## config.mk

```make
export PLATFORM = sky130hd
export DESIGN_NAME = ipv4_fragment_header_gen
export DESIGN_NICKNAME = d
export VERILOG_FILES = /design/src/hw/rtl/ifhg_pkg.sv /design/src/hw/rtl/ifhg_ctrl.sv /design/src/hw/rtl/ifhg_dp.sv /design/src/hw/rtl/ipv4_fragment_header_gen.sv
export SDC_FILE = /design/constraint.sdc
export NUM_CORES = 1
export LEC_CHECK = 0
export BUFFER_PORTS_ARGS = -buffer_cell sky130_fd_sc_hd__buf_4
export CAP_MARGIN = 25
export CORE_ASPECT_RATIO = 1.25
export CORE_MARGIN = 10
export CORE_UTILIZATION = 58
export CTS_CLUSTER_SIZE = 10
export DETAILED_ROUTE_END_ITERATION = 7
export GPL_TIMING_DRIVEN = 0
export MAX_ROUTING_LAYER = met4
export PLACE_DENSITY = 0.89
export REMOVE_ABC_BUFFERS = 1
export SYNTH_ARGS = -nofsm -noshare
export SYNTH_HDL_FRONTEND = slang
export SYNTH_HIERARCHICAL = 1
export SYNTH_SLANG_ARGS = --single-unit
```

## constraint.sdc

```tcl
create_clock -name clk -period 10.3 [get_ports clk]
set_input_delay 2.575 -clock clk [delete_from_list [all_inputs] [get_ports clk]]
set_output_delay 2.575 -clock clk [all_outputs]
set_load 0.1 [all_outputs]
```

## src/hw/rtl/ifhg_pkg.sv

```systemverilog
package ifhg_pkg;

  localparam int unsigned FRAG_PAYLOAD = 1480;
  localparam int unsigned HDR_BYTES    = 20;
  localparam int unsigned HDR_WORDS    = 5;
  localparam int unsigned IP_VERSION   = 4;

  localparam logic [15:0] FRAG_PAYLOAD_W = 16'(FRAG_PAYLOAD);
  localparam logic [15:0] HDR_BYTES_W    = 16'(HDR_BYTES);
  localparam logic [15:0] VER_IHL_WORD   = 16'((IP_VERSION << 12) | (HDR_WORDS << 8));

  localparam logic REG_SOURCE_IP    = 1'b0;
  localparam logic REG_TIME_TO_LIVE = 1'b1;

  localparam logic [7:0] TTL_RESET = 8'd64;

  typedef struct packed {
    logic capture;
    logic prep;
    logic emit;
  } ifhg_cmd_t;

  typedef struct packed {
    logic last_frag;
    logic out_free;
  } ifhg_status_t;

endpackage

```

## src/hw/rtl/ifhg_ctrl.sv

```systemverilog
module ifhg_ctrl (
  input  logic                  clk,
  input  logic                  rst_n,
  input  logic                  in_valid,
  output logic                  in_ready,
  input  ifhg_pkg::ifhg_status_t status,
  output ifhg_pkg::ifhg_cmd_t    cmd
);
  import ifhg_pkg::*;

  localparam logic [1:0] ST_IDLE = 2'd0;
  localparam logic [1:0] ST_PREP = 2'd1;
  localparam logic [1:0] ST_EMIT = 2'd2;

  logic [1:0] state_r;
  logic [1:0] state_nxt;

  always_comb begin
    state_nxt   = state_r;
    in_ready    = 1'b0;
    cmd.capture = 1'b0;
    cmd.prep    = 1'b0;
    cmd.emit    = 1'b0;
    unique case (state_r)
      ST_IDLE: begin
        in_ready    = 1'b1;
        cmd.capture = in_valid;
        if (in_valid) begin
          state_nxt = ST_PREP;
        end
      end
      ST_PREP: begin
        cmd.prep  = 1'b1;
        state_nxt = ST_EMIT;
      end
      ST_EMIT: begin
        if (status.out_free) begin
          cmd.emit = 1'b1;
          if (status.last_frag) begin
            state_nxt = ST_IDLE;
          end
        end
      end
      default: begin
        state_nxt = ST_IDLE;
      end
    endcase
  end

  always_ff @(posedge clk) begin
    if (!rst_n) begin
      state_r <= ST_IDLE;
    end else begin
      state_r <= state_nxt;
    end
  end

endmodule

```

## src/hw/rtl/ifhg_dp.sv

```systemverilog
module ifhg_dp (
  input  logic                   clk,
  input  logic                   rst_n,
  input  ifhg_pkg::ifhg_cmd_t    cmd,
  output ifhg_pkg::ifhg_status_t status,
  input  logic [31:0]            source_ip,
  input  logic [7:0]             time_to_live,
  input  logic [15:0]            in_payload_len,
  input  logic [31:0]            in_dst_ip,
  input  logic [7:0]             in_protocol,
  output logic                   out_valid,
  input  logic                   out_ready,
  output logic [10:0]            out_total_length,
  output logic [12:0]            out_frag_offset,
  output logic                   out_more_fragments,
  output logic [15:0]            out_ident,
  output logic [15:0]            out_hdr_checksum,
  output logic [31:0]            out_dst_ip_out,
  output logic [7:0]             out_protocol_out,
  output logic                   out_last
);
  import ifhg_pkg::*;

  logic [15:0] next_ident_r, next_ident_nxt;
  logic [15:0] remaining_r, remaining_nxt;
  logic [15:0] byte_off_r, byte_off_nxt;
  logic [31:0] dst_r;
  logic [7:0]  proto_r;
  logic [15:0] ident_r;
  logic [15:0] base_sum_r;
  logic        out_valid_r, out_valid_nxt;

  logic [10:0] tot_len_r;
  logic [12:0] frag_off_r;
  logic        mf_r;
  logic [15:0] ident_out_r;
  logic [15:0] csum_r;
  logic [31:0] dst_out_r;
  logic [7:0]  proto_out_r;
  logic        last_r;

  logic [18:0] base_raw;
  logic [16:0] base_f1;
  logic [15:0] base_f2;
  logic        more;
  logic [15:0] piece;
  logic [15:0] tot_len;
  logic [15:0] flags_off;
  logic [17:0] frag_raw;
  logic [16:0] frag_f1;
  logic [15:0] frag_f2;

  assign base_raw = 19'(VER_IHL_WORD) + 19'(ident_r) + 19'({time_to_live, proto_r})
                  + 19'(source_ip[31:16]) + 19'(source_ip[15:0])
                  + 19'(dst_r[31:16]) + 19'(dst_r[15:0]);
  assign base_f1  = 17'(base_raw[15:0]) + 17'(base_raw[18:16]);
  assign base_f2  = base_f1[15:0] + 16'(base_f1[16]);

  assign more      = remaining_r > FRAG_PAYLOAD_W;
  assign piece     = more ? FRAG_PAYLOAD_W : remaining_r;
  assign tot_len   = piece + HDR_BYTES_W;
  assign flags_off = {2'b00, more, byte_off_r[15:3]};
  assign frag_raw  = 18'(base_sum_r) + 18'(tot_len) + 18'(flags_off);
  assign frag_f1   = 17'(frag_raw[15:0]) + 17'(frag_raw[17:16]);
  assign frag_f2   = frag_f1[15:0] + 16'(frag_f1[16]);

  assign status.last_frag = !more;
  assign status.out_free  = !out_valid_r || out_ready;

  always_comb begin
    next_ident_nxt = next_ident_r;
    remaining_nxt  = remaining_r;
    byte_off_nxt   = byte_off_r;
    out_valid_nxt  = out_valid_r;
    if (out_ready) begin
      out_valid_nxt = 1'b0;
    end
    if (cmd.capture) begin
      next_ident_nxt = next_ident_r + 16'd1;
      remaining_nxt  = in_payload_len;
      byte_off_nxt   = '0;
    end
    if (cmd.emit) begin
      remaining_nxt = remaining_r - piece;
      byte_off_nxt  = byte_off_r + piece;
      out_valid_nxt = 1'b1;
    end
  end

  always_ff @(posedge clk) begin
    if (!rst_n) begin
      next_ident_r <= '0;
      out_valid_r  <= 1'b0;
    end else begin
      next_ident_r <= next_ident_nxt;
      out_valid_r  <= out_valid_nxt;
    end
  end

  always_ff @(posedge clk) begin
    remaining_r <= remaining_nxt;
    byte_off_r  <= byte_off_nxt;
    if (cmd.capture) begin
      dst_r   <= in_dst_ip;
      proto_r <= in_protocol;
      ident_r <= next_ident_r;
    end
    if (cmd.prep) begin
      base_sum_r <= base_f2;
    end
    if (cmd.emit) begin
      tot_len_r   <= tot_len[10:0];
      frag_off_r  <= byte_off_r[15:3];
      mf_r        <= more;
      ident_out_r <= ident_r;
      csum_r      <= ~frag_f2;
      dst_out_r   <= dst_r;
      proto_out_r <= proto_r;
      last_r      <= !more;
    end
  end

  assign out_valid          = out_valid_r;
  assign out_total_length   = tot_len_r;
  assign out_frag_offset    = frag_off_r;
  assign out_more_fragments = mf_r;
  assign out_ident          = ident_out_r;
  assign out_hdr_checksum   = csum_r;
  assign out_dst_ip_out     = dst_out_r;
  assign out_protocol_out   = proto_out_r;
  assign out_last           = last_r;

endmodule

```

## src/hw/rtl/ipv4_fragment_header_gen.sv

```systemverilog
// Transmit-side IPv4 header generator with fragmentation.
// The input channel takes one request word: payload length, destination
// address and protocol. The output channel gives one header descriptor word
// per fragment, with last set on the final one of the request.
// Payloads above 1480 bytes are split into 1480-byte fragments with MF set,
// and the remainder goes last with MF clear.
// The request is captured, the prep state sums the base checksum, and the
// emit state loads the first descriptor into the output register; further
// descriptors follow one per cycle while out_ready is high. A request gives
// at most 45 fragments, all emitted by the fragment loop in the emit state.
// The next request is taken in the cycle after its last descriptor is loaded,
// even while that descriptor still waits in the output register.
// When the receiver stalls, the output register holds its word and the
// fragment loop pauses until the word is taken.
// Reset clears the identification counter and source address to zero, TTL to
// 64. The user must write the source address and TTL over the APB port at
// byte addresses 0 and 4 only while the block is idle; it does not check.
module ipv4_fragment_header_gen (
  input  logic        clk,
  input  logic        rst_n,
  input  logic        psel,
  input  logic        penable,
  input  logic        pwrite,
  input  logic [2:0]  paddr,
  input  logic [31:0] pwdata,
  output logic [31:0] prdata,
  output logic        pready,
  input  logic        in_valid,
  output logic        in_ready,
  input  logic [15:0] in_payload_len,
  input  logic [31:0] in_dst_ip,
  input  logic [7:0]  in_protocol,
  output logic        out_valid,
  input  logic        out_ready,
  output logic [10:0] out_total_length,
  output logic [12:0] out_frag_offset,
  output logic        out_more_fragments,
  output logic [15:0] out_ident,
  output logic [15:0] out_hdr_checksum,
  output logic [31:0] out_dst_ip_out,
  output logic [7:0]  out_protocol_out,
  output logic        out_last
);
  import ifhg_pkg::*;

  logic [31:0]  source_ip_r;
  logic [7:0]   ttl_r;
  logic         wr_en;
  ifhg_cmd_t    cmd;
  ifhg_status_t status;

  assign pready = 1'b1;
  assign wr_en  = psel && penable && pwrite;

  always_ff @(posedge clk) begin
    if (!rst_n) begin
      source_ip_r <= '0;
      ttl_r       <= TTL_RESET;
    end else if (wr_en) begin
      unique case (paddr[2])
        REG_SOURCE_IP:    source_ip_r <= pwdata;
        REG_TIME_TO_LIVE: ttl_r       <= pwdata[7:0];
        default:          source_ip_r <= source_ip_r;
      endcase
    end
  end

  always_comb begin
    unique case (paddr[2])
      REG_SOURCE_IP:    prdata = source_ip_r;
      REG_TIME_TO_LIVE: prdata = {24'd0, ttl_r};
      default:          prdata = '0;
    endcase
  end

  ifhg_ctrl u_ctrl (
    .clk      (clk),
    .rst_n    (rst_n),
    .in_valid (in_valid),
    .in_ready (in_ready),
    .status   (status),
    .cmd      (cmd)
  );

  ifhg_dp u_dp (
    .clk                (clk),
    .rst_n              (rst_n),
    .cmd                (cmd),
    .status             (status),
    .source_ip          (source_ip_r),
    .time_to_live       (ttl_r),
    .in_payload_len     (in_payload_len),
    .in_dst_ip          (in_dst_ip),
    .in_protocol        (in_protocol),
    .out_valid          (out_valid),
    .out_ready          (out_ready),
    .out_total_length   (out_total_length),
    .out_frag_offset    (out_frag_offset),
    .out_more_fragments (out_more_fragments),
    .out_ident          (out_ident),
    .out_hdr_checksum   (out_hdr_checksum),
    .out_dst_ip_out     (out_dst_ip_out),
    .out_protocol_out   (out_protocol_out),
    .out_last           (out_last)
  );

endmodule

```

Word-level counts from Yosys, hierarchy flattened
Cells that the tools add are included.
- word-level logic and storage cells: 71
- output and inout port bits: 133
- flip-flop bits (word level): 261
- bits of input ports: 98
- equal/unequal tests: 5
- multiplexer cells: 17
- $lt $le $gt $ge: 1
- add/sub/neg operators: 16
- reductions and logical operators: 11
- bitwise gates (word level): 2
- operators with widths (operator ; number):
    $add 19x16->19 ; 5
    $mux 16 ; 5
    $pmux 32 s2 ; 1
    $add 16x1->16 ; 2
    $add 18x14->18 ; 1
    $add 15x16->17 const A ; 1
    $add 16x16->17 ; 1
    $add 16x2->17 ; 1
    $add 16x3->17 ; 1
    $add 16x1->16 const B ; 1
    $add 16x16->16 ; 1
    $add 16x5->16 const B ; 1
    $gt 16x11->1 const B ; 1
    $not 16->16 ; 1
    $sub 16x16->16 ; 1
    $mux 1 ; 7
    $mux 2 ; 3
    $ne 2x2->1 const B ; 3
    $pmux 2 s3 ; 1
    $reduce_and 2->1 ; 2
    $reduce_bool 2->1 ; 2
    $reduce_and 3->1 ; 1
    $eq 2x1->1 const B ; 1
    $eq 2x2->1 const B ; 1
    other kinds (5) ; 7

Longest topological paths before layout
- depth after elaboration: 8
- gate-level depth with buffers: 36

Hierarchy
The synthesis kept the hierarchy.
- by module, submodules not included (module ; sequential area each (um^2) ; instances ; cells each ; area each (um^2)):
    ifhg_dp ; 6406.1 ; 1 ; 1027 ; 13011.2
    ipv4_fragment_header_gen ; 800.8 ; 1 ; 205 ; 1880.6
    ifhg_ctrl ; 40.0 ; 1 ; 11 ; 97.6

Worst setup path before layout
Ideal clock, no wire load.
- path kind: input -> register
- from: input out_ready
- to: register u_dp.remaining_r[2], data pin
- arrival: 8.258 ns
- path slack: 1.789 ns
- path buffers: 1
- cell stages on the path: 6
- cell sequence: nand2b_1 -> inv_1 -> nor2_1 -> inv_1 -> clkbuf_1 -> a21o_1
- RTL lines (what ; RTL line ; RTL):
    start: declaration ; ipv4_fragment_header_gen.sv:34 ; input logic out_ready,
    end signal: assignment ; ifhg_dp.sv:101 ; remaining_r <= remaining_nxt;
    end: declaration ; ifhg_dp.sv:25 ; logic [15:0] remaining_r, remaining_nxt;

Worst setup path after layout
- from: register u_dp.remaining_r[6]
- to: register u_dp.csum_r[14], in the netlist u_dp/out_hdr_checksum[14], data pin
- word-level cells in the longest chain between the ends: 8
- RTL lines (what ; RTL line ; RTL):
    $gt 16x11->1 ; ifhg_dp.sv:59 ; assign more = remaining_r > FRAG_PAYLOAD_W;
    $mux 16 ; ifhg_dp.sv:60 ; assign piece = more ? FRAG_PAYLOAD_W : remaining_r;
    $add 16x5->16 ; ifhg_dp.sv:61 ; assign tot_len = piece + HDR_BYTES_W;
    net u_dp.tot_len[2] ; ifhg_dp.sv:47 ; logic [15:0] tot_len;
    $add 16x16->17 ; ifhg_dp.sv:63 ; assign frag_raw = 18'(base_sum_r) + 18'(tot_len) + 18'(flags_off);
    $add 18x14->18 ; ifhg_dp.sv:63 ;
    $add 16x2->17 ; ifhg_dp.sv:64 ; assign frag_f1 = 17'(frag_raw[15:0]) + 17'(frag_raw[17:16]);
    $add 16x1->16 ; ifhg_dp.sv:65 ; assign frag_f2 = frag_f1[15:0] + 16'(frag_f1[16]);
    $not 16->16 ; ifhg_dp.sv:116 ; csum_r <= ~frag_f2;
    end signal: assignment ; ifhg_dp.sv:116 ;
    end: declaration ; ifhg_dp.sv:37 ; logic [15:0] csum_r;
The timed path passes the listed nets, and every way through them passes these cells.
A chain may end at the register's enable or synchronous reset.

==> flow_summary.json <==
{
  "cts_buffer_depth": 3,
  "place_congestion": 0.885,
  "comb_power_share": 0.496,
  "ys_warn_count": 6,
  "drc": 0,
  "finalCritPeriodShare": 0.928,
  "num_io_pins": 231,
  "post_synth_mux_area_share": 0.0376,
  "hold_path_depth": 0,
  "hold_path_end": "u_dp/out_dst_ip_out[6]",
  "cts_tree": "yes",
  "gr-usage-all-layers": 0.219,
  "vias": 10300,
  "worstHoldPathType": "flip-flop to flip-flop",
  "status": "complete, no violations",
  "crit_path_max_fanout": 20,
  "dp_slack_ns": 0.843,
  "vias_per_cell": 5.59,
  "synth_top_area_frac": 0.405,
  "peakVddDrop_mv": 0.154,
  "ys_seq_elements": 261,
  "setup_viol": 0,
  "slew_headroom": 0.390,
  "synth_simple_gate_area_share": 0.130,
  "syn-cell-area_mm2": 0.0150,
  "swShare": 0.406,
  "worstSetupPathType": "flip-flop to flip-flop",
  "die_w_um": 164,
  "synth_fa_ha_area_frac": 0.172,
  "power.leakage_nw": 7.27,
  "hpwl_um": 26700,
  "cp.required_ns": 10.59,
  "use_met1": 0.234,
  "period_minus_slack_ns": 9.56,
  "yosys.area_share.xor_xnor": 0.0615,
  "antenna_found_initial": 0,
  "busiest_layer": "met2",
  "clk_latency_ns": 0.57,
  "p_int_mw": 2.74,
  "cp.arrival_ns": 9.84,
  "synth_flop_cell": "edfxtp_1",
  "wl_um": 35400,
  "postRouteAntennaNets": 0,
  "r2r_end": "u_dp/out_hdr_checksum[14]",
  "cpMaxStageDelayCell": "clkinv_1",
  "post_drt_wl_per_cell_um": 19.3,
  "worstMarginPinSlew_ns": 0.915,
  "synth_largest_area_cell": "edfxtp_1",
  "worstRegToRegCells": 35,
  "gr-usage-met3": 0.0529,
  "startpoint_type": "flip-flop",
  "setup_ws_ns": 0.743,
  "n_antenna_cell": 0,
  "post-place-cells": 1782,
  "slew_viol_final": 0,
  "grt_max_degree": 93,
  "ctsResizeCount": 0,
  "numPortBuffers": 227,
  "reg2reg_slack_ns": 0.74,
  "cts.sink_count": 261,
  "std_cell_rows": 65,
  "cts.clk_slew.worst_paths_ns": 0.06,
  "p_seq_frac": 0.297,
  "grt_pass1_vias": 10700,
  "cts_buffers": 30,
  "netSwitchingPower_mw": 1.87,
  "r2r_start": "u_dp/remaining_r[6]",
  "netlist_instances": 1243,
  "synth_compound_area_frac": 0.0787,
  "start_util": 0.591,
  "worstHoldStart": "u_dp/dst_r[6]",
  "pwr-share-clk": 0.207,
  "ys_top_cells_by_area": "edfxtp_1 40%, fa_1 11%, dfxtp_1 7.9%, ha_1 6.3%, xnor2_1 3.4%",
  "dr.pass1.iters": 5,
  "fin_cells": 1835,
  "dieArea_mm2": 0.0327,
  "syn_to_final_growth_pct": 19.5,
  "fmax_mhz": 105,
  "grt_overflow_total": 0,
  "avgSynthCellArea_um2": 12.1,
  "power_density_mw_per_mm2": 257,
  "grt_pass1_wl_um": 55600,
  "cts.hold.buffers_added": 0,
  "slowest_delay_ns": 0.66,
  "critical_path_buf_inv_count": 2,
  "grtUsageMet2": 0.393,
  "finalHoldViolations": 0,
  "chipHeight_um": 200,
  "cts_root_buf": "clkbuf_16",
  "drv_cap": 0,
  "yosysMostFrequentCell": "edfxtp_1",
  "cp-end-kind": "flip-flop",
  "synth_top_family_by_area": "adder cells",
  "yosysUniqueCellTypes": 87,
  "h-tree-depth": 1,
  "ys_seq_area_frac": 0.483,
  "fin_skew_ns": 0.0198,
  "coreArea_mm2": 0.0254,
  "cts_setup_buffers": 0,
  "drive_above_1_share": 0.204,
  "synth_edf_count": 202,
  "nets": 1734,
  "critPathTopFamily": "simple AND/OR/NAND/NOR gates",
  "drt_iter0_drc": 448,
  "rsz0062_at_grt": "false",
  "cp_common_cell": "ha_1",
  "ys_async_sr_fraction": 0,
  "synthTopCellsByCount": "202 x edfxtp_1, 121 x nand2_1, 85 x inv_1, 82 x fa_1, 75 x ha_1"
}
how the worst max path moves through the flow:
stage | from | to | slack (ns) | cells past startpoint
final | u_dp/remaining_r[6] | u_dp/out_hdr_checksum[14] | 0.74 | 35
after global routing | u_dp/remaining_r[6] | u_dp/out_hdr_checksum[14] | 0.006 | 35
after CTS | u_dp/remaining_r[6] | u_dp/out_hdr_checksum[14] | 0.75 | 35
after detailed placement | u_dp/remaining_r[6] | u_dp/out_hdr_checksum[14] | 0.84 | 35
after global placement | out_ready | u_dp/remaining_r[2] | -3.54 | 7
after floorplan | out_ready | u_dp/remaining_r[2] | 0.08 | 6
sequential cells by signal (all words and copies together) (netlist names), 13 cells and up:
signal / count
u_dp/remaining_r: 16
u_dp/byte_off_r: 16
u_dp/dst_r: 32
u_dp/out_hdr_checksum: 16
u_dp/next_ident_r: 16
u_dp/out_frag_offset: 13
u_dp/ident_r: 16
source_ip_r: 32
u_dp/out_dst_ip_out: 32
u_dp/base_sum_r: 16
u_dp/out_ident: 16
layout make-up:
| type | count | area (um^2) |
|---|---|---|
| flip-flops and latches | 261 | 7250 |
| clock inverters | 2 | 20.0 |
| well taps | 335 | 419 |
| multi-input cells | 869 | 7250 |
| inverters | 86 | 323 |
| repair buffers | 231 | 1800 |
| clock buffers | 51 | 850 |
| fillers | 1728 | 7460 |
per-layer routing:
layer,vias up,part of all wire
met2,347,0.54
met5,-,0
li1,4869,-
met1,4978,0.37
met3,59,0.069
met4,0,0.026
power by group through the flow:
stage	Combinational (mW)	Sequential [mW]	Clock (mW)
2_1_floorplan	1.61	1.56	0
3_3_place_gp	2.20	1.39	0
4_1_cts	2.28	1.37	0.976
5_1_grt	2.52	1.38	1.02
3_5_place_dp	2.26	1.39	0
6_report	2.29	1.37	0.955
placed cells by master, fill, tap and decap left out, types with 12 or more instances in the layout:
master and instances:
nand3_1 24, o21ai_0 24, fa_1 82, and2_1 21
nor3_1 19, nor2_1 62, buf_4 227, mux2i_1 44
and3_1 17, edfxtp_1 202, a21oi_1 40, xor2_1 41
clkbuf_16 30, dfxtp_1 59, xnor2_1 58, inv_1 85
nor2b_1 34, nand2b_1 15, nand2_1 121, a21o_1 14
ha_1 75, or3_1 12, clkbuf_1 19
per-stage QoR:
stage | total power [mW] | area [um^2] | setup TNS [ns] | util | hold slack (ns)
final | 4.61 | 17900 | 0 | 0.706 | 0.446
after global routing | 4.92 | 17900 | 0 | 0.706 | 0.461
after CTS | 4.63 | 17900 | 0 | 0.706 | 0.447
after detailed placement | 3.65 | 17000 | 0 | 0.672 | 0.435
after global placement | 3.59 | 16900 | -106.13 | 0.667 | 0.430
after floorplan | 3.17 | 14800 | 0 | - | 0.426
worst register-to-register path, delay by kind of cell (launching register included):
family / cells / cell delay [ns]
adders and majority gates: 6 / 1.74
and+or+nand+nor: 13 / 3.26
DFF: 1 / 0.54
xor gates and xnor gates: 3 / 0.69
AOI/OAI and AO/OA: 11 / 2.21
buffers and inverters: 2 / 0.83
logic make-up after synthesis:
family / after synthesis
fa+ha+maj: 157
other cells: 3
simple gates: 380
xor+xnor: 102
mux: 55
flops: 261
buf+inv: 121
compound gates: 164
Power figures use the tool's default switching activity.
